$ cat src/hw/rtl/tfr_pkg.sv
package tfr_pkg;

  localparam int MaxColsDefault = 128;
  localparam int MaxRowsDefault = 64;

  localparam logic [2:0] FUNC_PLOT   = 3'd0;
  localparam logic [2:0] FUNC_FILL   = 3'd1;
  localparam logic [2:0] FUNC_CIRCLE = 3'd2;
  localparam logic [2:0] FUNC_CLEAR  = 3'd3;
  localparam logic [2:0] FUNC_READ   = 3'd4;

  localparam logic CFG_FRAME_WIDTH  = 1'b0;
  localparam logic CFG_FRAME_HEIGHT = 1'b1;

  typedef struct packed {
    logic [2:0]         func;
    logic signed [11:0] x_coord;
    logic signed [11:0] y_coord;
    logic [7:0]         extent_w;
    logic [7:0]         extent_h;
    logic [7:0]         radius;
    logic [15:0]        tile_char;
    logic [2:0]         tile_fore;
    logic [2:0]         tile_back;
  } req_t;

  typedef struct packed {
    logic [15:0] read_char;
    logic [2:0]  read_fore;
    logic [2:0]  read_back;
    logic        in_frame;
  } rsp_t;

  // Classified command handed from front to back.
  typedef enum logic [2:0] {
    OP_NONE = 3'b001,
    OP_RECT = 3'b010,
    OP_CIRC = 3'b100
  } op_t;

  typedef struct packed {
    op_t                op;
    logic               is_read;
    logic signed [11:0] x0;
    logic signed [11:0] y0;
    logic [10:0]        w;
    logic [10:0]        h;
    logic [7:0]         radius;
    logic [21:0]        tile;
  } cmd_t;

endpackage

$ cat src/hw/rtl/tfr_front.sv
module tfr_front (
  input  logic          clk,
  input  logic          rst,
  input  logic          valid_in,
  output logic          stall_out,
  input  tfr_pkg::req_t req,
  input  logic [10:0]   eff_w,
  input  logic [10:0]   eff_h,
  output logic          q_valid,
  input  logic          q_stall,
  output tfr_pkg::cmd_t q_cmd
);
  import tfr_pkg::*;

  localparam int Depth = 2;

  cmd_t      mem [Depth];
  logic      wp, rp;
  logic [1:0] count;
  cmd_t      cls;
  logic      push, pop;

  always_comb begin
    cls = '0;
    cls.op = OP_NONE;
    cls.x0 = req.x_coord;
    cls.y0 = req.y_coord;
    cls.radius = req.radius;
    cls.tile = {req.tile_back, req.tile_fore, req.tile_char};
    cls.w = 11'd1;
    cls.h = 11'd1;
    unique case (req.func)
      FUNC_PLOT: cls.op = OP_RECT;
      FUNC_FILL: begin
        cls.op = OP_RECT;
        cls.w = {3'b0, req.extent_w};
        cls.h = {3'b0, req.extent_h};
      end
      FUNC_CIRCLE: cls.op = OP_CIRC;
      FUNC_CLEAR: begin
        cls.op = OP_RECT;
        cls.x0 = '0;
        cls.y0 = '0;
        cls.w = eff_w;
        cls.h = eff_h;
      end
      FUNC_READ: cls.is_read = 1'b1;
      default: cls.op = OP_NONE;
    endcase
  end

  assign stall_out = (count == 2'(Depth));
  assign push = valid_in && !stall_out;
  assign q_valid = (count != 2'd0);
  assign pop = q_valid && !q_stall;
  assign q_cmd = mem[rp];

  always_ff @(posedge clk) begin
    if (push) mem[wp] <= cls;
    if (rst) begin
      wp <= 1'b0;
      rp <= 1'b0;
      count <= 2'd0;
    end else begin
      if (push) wp <= ~wp;
      if (pop) rp <= ~rp;
      count <= count + 2'(push) - 2'(pop);
    end
  end

  a_cnt: assert property (@(posedge clk) disable iff (rst) count <= 2'(Depth))
    else $error("queue overflow");
  a_pop: assert property (@(posedge clk) disable iff (rst) pop |-> count != 2'd0)
    else $error("pop from empty queue");
  a_push: assert property (@(posedge clk) disable iff (rst)
    (count == 2'(Depth) && !pop) |=> count == 2'(Depth))
    else $error("queue lost entry");
endmodule

$ cat config.mk
export PLATFORM = sky130hd
export DESIGN_NAME = tfr_front
export DESIGN_NICKNAME = d
export VERILOG_FILES = /design/src/hw/rtl/tfr_pkg.sv /design/src/hw/rtl/tfr_front.sv
export SDC_FILE = /design/constraint.sdc
export NUM_CORES = 1
export LEC_CHECK = 0
export CORE_ASPECT_RATIO = 1.5
export CORE_MARGIN = 4
export CORE_UTILIZATION = 55
export DETAILED_ROUTE_END_ITERATION = 12
export DONT_BUFFER_PORTS = 1
export GPL_TIMING_DRIVEN = 0
export HOLD_SLACK_MARGIN = 0.08
export PLACE_DENSITY = 0.67
export SLEW_MARGIN = 0
export SYNTH_ARGS = -nofsm -noshare
export SYNTH_HDL_FRONTEND = slang
export SYNTH_SLANG_ARGS = --single-unit
$ cat constraint.sdc
create_clock -name clk -period 9.19 [get_ports clk]
set_clock_uncertainty 0.1 [all_clocks]
set_input_delay 0 -clock clk [delete_from_list [all_inputs] [get_ports clk]]
set_output_delay 0 -clock clk [all_outputs]
set_load 0.05 [all_outputs]
==> results.sh <==
export IMPL_ant_nets=0
export IMPL_htreeDepth=4
export IMPL_cts_max_path_buffers=2
export IMPL_core_mm2=0.0116
export IMPL_critical_path_max_stage_delay_ns=0.45
export IMPL_start_util=0.565
export IMPL_finalCriticalPeriod_ns=2.34
export IMPL_p_sw_mw=0.931
export IMPL_dpl_cell_area_mm2=0.00680
export IMPL_tightest_slew_ns=0.573
export IMPL_end_kind="flop"
export IMPL_die_x_um=97.1
export IMPL_synth_top_area_share=0.733
export IMPL_die_h_um=142
export IMPL_cts_tree="done"
export IMPL_pwr_density_cell_mw_per_mm2=297
export IMPL_leakage_nw=3.01
export IMPL_cts_setup_buffers=0
export IMPL_p_total_mw=2.49
export IMPL_ir_worst_vdd_mv=0.201
export IMPL_drcViolationCount=0
export IMPL_io_pins=181
export IMPL_internal_power_mw=1.56
export IMPL_grt_max_degree=58
export IMPL_yosysUniqueCellTypes=25
export IMPL_whs_endpoint="mem[1][24]$_DFFE_PP_"
export IMPL_antenna_cells=0
export IMPL_crit_chain="nand2b_1 > inv_1 > or3_1 > inv_4 > buf_16"
export IMPL_crit_fanout=57
export IMPL_ff2ff_path_depth=5
export IMPL_min_period_over_period=0.254
export IMPL_min_from="req[24]"
export IMPL_synth_fp_nets=456
export IMPL_multi_input_area_mm2=0.00152
export IMPL_final_setup_tns_ns=0
export IMPL_viasPerCell=5.41
export IMPL_r2r_end="mem[0][6]$_DFFE_PP_"
export IMPL_nFillCells=735
export IMPL_rsz0062_at_grt="false"
export IMPL_cts_resized=0
export IMPL_cp_required_ns=9.17
export IMPL_dr_pass1_iters=4
export IMPL_wl_per_cell_um=20.5
export IMPL_syn_cell_area_mm2=0.00655
export IMPL_slew_violations=0
export IMPL_grt_use_total=0.196
export IMPL_slew_headroom=0.618
export IMPL_finalWirelength_um=13100
export IMPL_rows=48
export IMPL_synth_seq_area_share=0.748
export IMPL_power_share_clock=0.276
export IMPL_overflow=0
export IMPL_synth_cells=355
export IMPL_cts_buffers=17
export IMPL_synth_area_leaders="edfxtp_1, mux2_2, mux2i_1"
export IMPL_grt_pass1_wl_um=20600
export IMPL_netSwitchingFraction=0.374
export IMPL_place_port_buffers=0
export IMPL_slowest_stage="or3_1"
export IMPL_drive_gt1_frac=0.303
export IMPL_vias=3459
export IMPL_combinationalPowerShare=0.327
export IMPL_critPathLaunchType="flop"
export IMPL_status="finished clean"
export IMPL_grt_antenna_before_repair=0
export IMPL_drtIter0Drc=140
export IMPL_p_seq_frac=0.396
export IMPL_hold_depth=1
export IMPL_ys_warn_count=0
export IMPL_hold_viol=0
export IMPL_grt_pass1_vias=3755
export IMPL_area_growth_pct=28.0
export IMPL_dieArea_mm2=0.0138
export IMPL_r2r_start="count[0]$_SDFF_PP0_"
export IMPL_cts_root_buf="clkbuf_16"
export IMPL_holdCritPathClass="in -> reg"
export IMPL_path_clk_slew_ns=0.06
export IMPL_cts_hold_repair_buffers=100
export IMPL_clk_latency_ns=0.41
export IMPL_dp_hpwl_um=7990
export IMPL_gp_congestion=0.698
export IMPL_cts_sinks=165
export IMPL_reg2reg_slack_ns=6.85
export IMPL_avgSynthCellArea_um2=18.5
export IMPL_layout_setup_ws_ns=6.85
export IMPL_setup_viol=0
export IMPL_preCtsSetupSlack_ns=6.90
export IMPL_final_seq_area_mm2=0.00490
export IMPL_final_area_mm2=0.00839
export IMPL_yosysTopAreaCell="edfxtp_1"
export IMPL_cp_data_arrival_time_ns=2.32
export IMPL_crit_type="reg -> reg"
export IMPL_nets=577
export IMPL_fmax_mhz=428
export IMPL_ys_seq_elements=165
export IMPL_cap_violations=0
-- cell type report --
cell class,count,share of cell area
Sequential cell,165,0.585
Multi-Input combinational cell,167,0.182
Timing Repair Buffer,102,0.126
Clock buffer,18,0.0512
Tap cell,150,0.0224
Clock inverter,14,0.0182
Buffer,17,0.0128
Inverter,6,0.00298
-- placed cells by master (no fill, tap or decap), types with 4 or more instances in the layout --
cell type	Yosys	layout
dfxtp_1	5	5
dlygate4sd3_1	0	100
clkinvlp_4	0	4
buf_2	11	11
mux2_2	80	80
nor2_1	17	17
mux2i_1	16	16
a21oi_1	4	4
inv_1	6	5
and2_1	8	8
edfxtp_1	160	160
and2_4	17	17
clkbuf_16	0	17
and3_1	7	6
-- stage by stage --
stage,utilization,std cells,hold WS [ns]
final,0.724,639,0.144
after detailed placement,0.587,507,-0.0278
after global placement,0.582,505,-0.0296
after floorplan,-,355,-0.0309
after CTS,0.724,639,0.117
after global routing,0.724,639,0.125
-- power by group through the flow --
stage,clock network [mW],registers (mW),logic [mW]
finish,0.689,0.987,0.816
global route,0.739,0.998,0.851
CTS,0.699,0.987,0.821
detailed placement,0,1.00,0.778
global placement,0,1.01,0.760
floorplan,0,1.00,0.686
-- state kept, by name, indices dropped and copies added (netlist names), named ones only --
register and cells:
wp 1, count 2, rp 1, mem 160
-- cell usage after synthesis --
cell	number
buf_6	3
nor2b_4	1
and2_4	17
mux2i_1	16
clkbuf_1	1
mux2_2	80
edfxtp_1	160
and3_1	7
a21oi_1	4
xor2_1	1
nand2_1	3
nor2_1	17
or3_1	2
inv_1	6
ha_1	2
nor3_1	1
dfxtp_1	5
nor3b_1	2
and2_1	8
buf_4	2
nor2b_1	1
o21ai_0	2
buf_2	11
nand2b_1	2
nand2_4	1
-- layer usage --
| metal | vias up | wire length [um] | track usage |
|---|---|---|---|
| met5 | - | 0 | 0 |
| met4 | 0 | 170 | 0.0717 |
| met3 | 16 | 916 | 0.0738 |
| met2 | 127 | 7240 | 0.348 |
| met1 | 1724 | 4740 | 0.215 |
| li1 | 1592 | - | - |
-- worst max-delay path: cells and delay by family (launching register included) --
family                 cells  cell delay [ns]
buffers and inverters      3             0.85
and+or+nand+nor            2             0.61
DFF                        1             0.36
-- worst max path at each step --
stage	start	endpoint	slack [ns]
global route	count[0]$_SDFF_PP0_	mem[0][8]$_DFFE_PP_	6.75
detailed placement	count[0]$_SDFF_PP0_	mem[0][37]$_DFFE_PP_	6.90
global placement	count[0]$_SDFF_PP0_	mem[0][0]$_DFFE_PP_	5.15
finish	count[0]$_SDFF_PP0_	mem[0][6]$_DFFE_PP_	6.85
CTS	count[0]$_SDFF_PP0_	mem[0][72]$_DFFE_PP_	6.88
floorplan	count[0]$_SDFF_PP0_	mem[0][0]$_DFFE_PP_	6.03
-- kinds of logic after synthesis --
| logic type | after synthesis | synth area share |
|---|---|---|
| fa+ha+maj | 2 | 0.00382 |
| flops | 165 | 0.748 |
| mux | 96 | 0.162 |
| xor+xnor | 1 | 0.00134 |
| simple gates | 62 | 0.0601 |
| buf+inv | 23 | 0.0199 |
| compound gates | 6 | 0.00458 |
No activity file was read; power rests on OpenSTA's default activity.
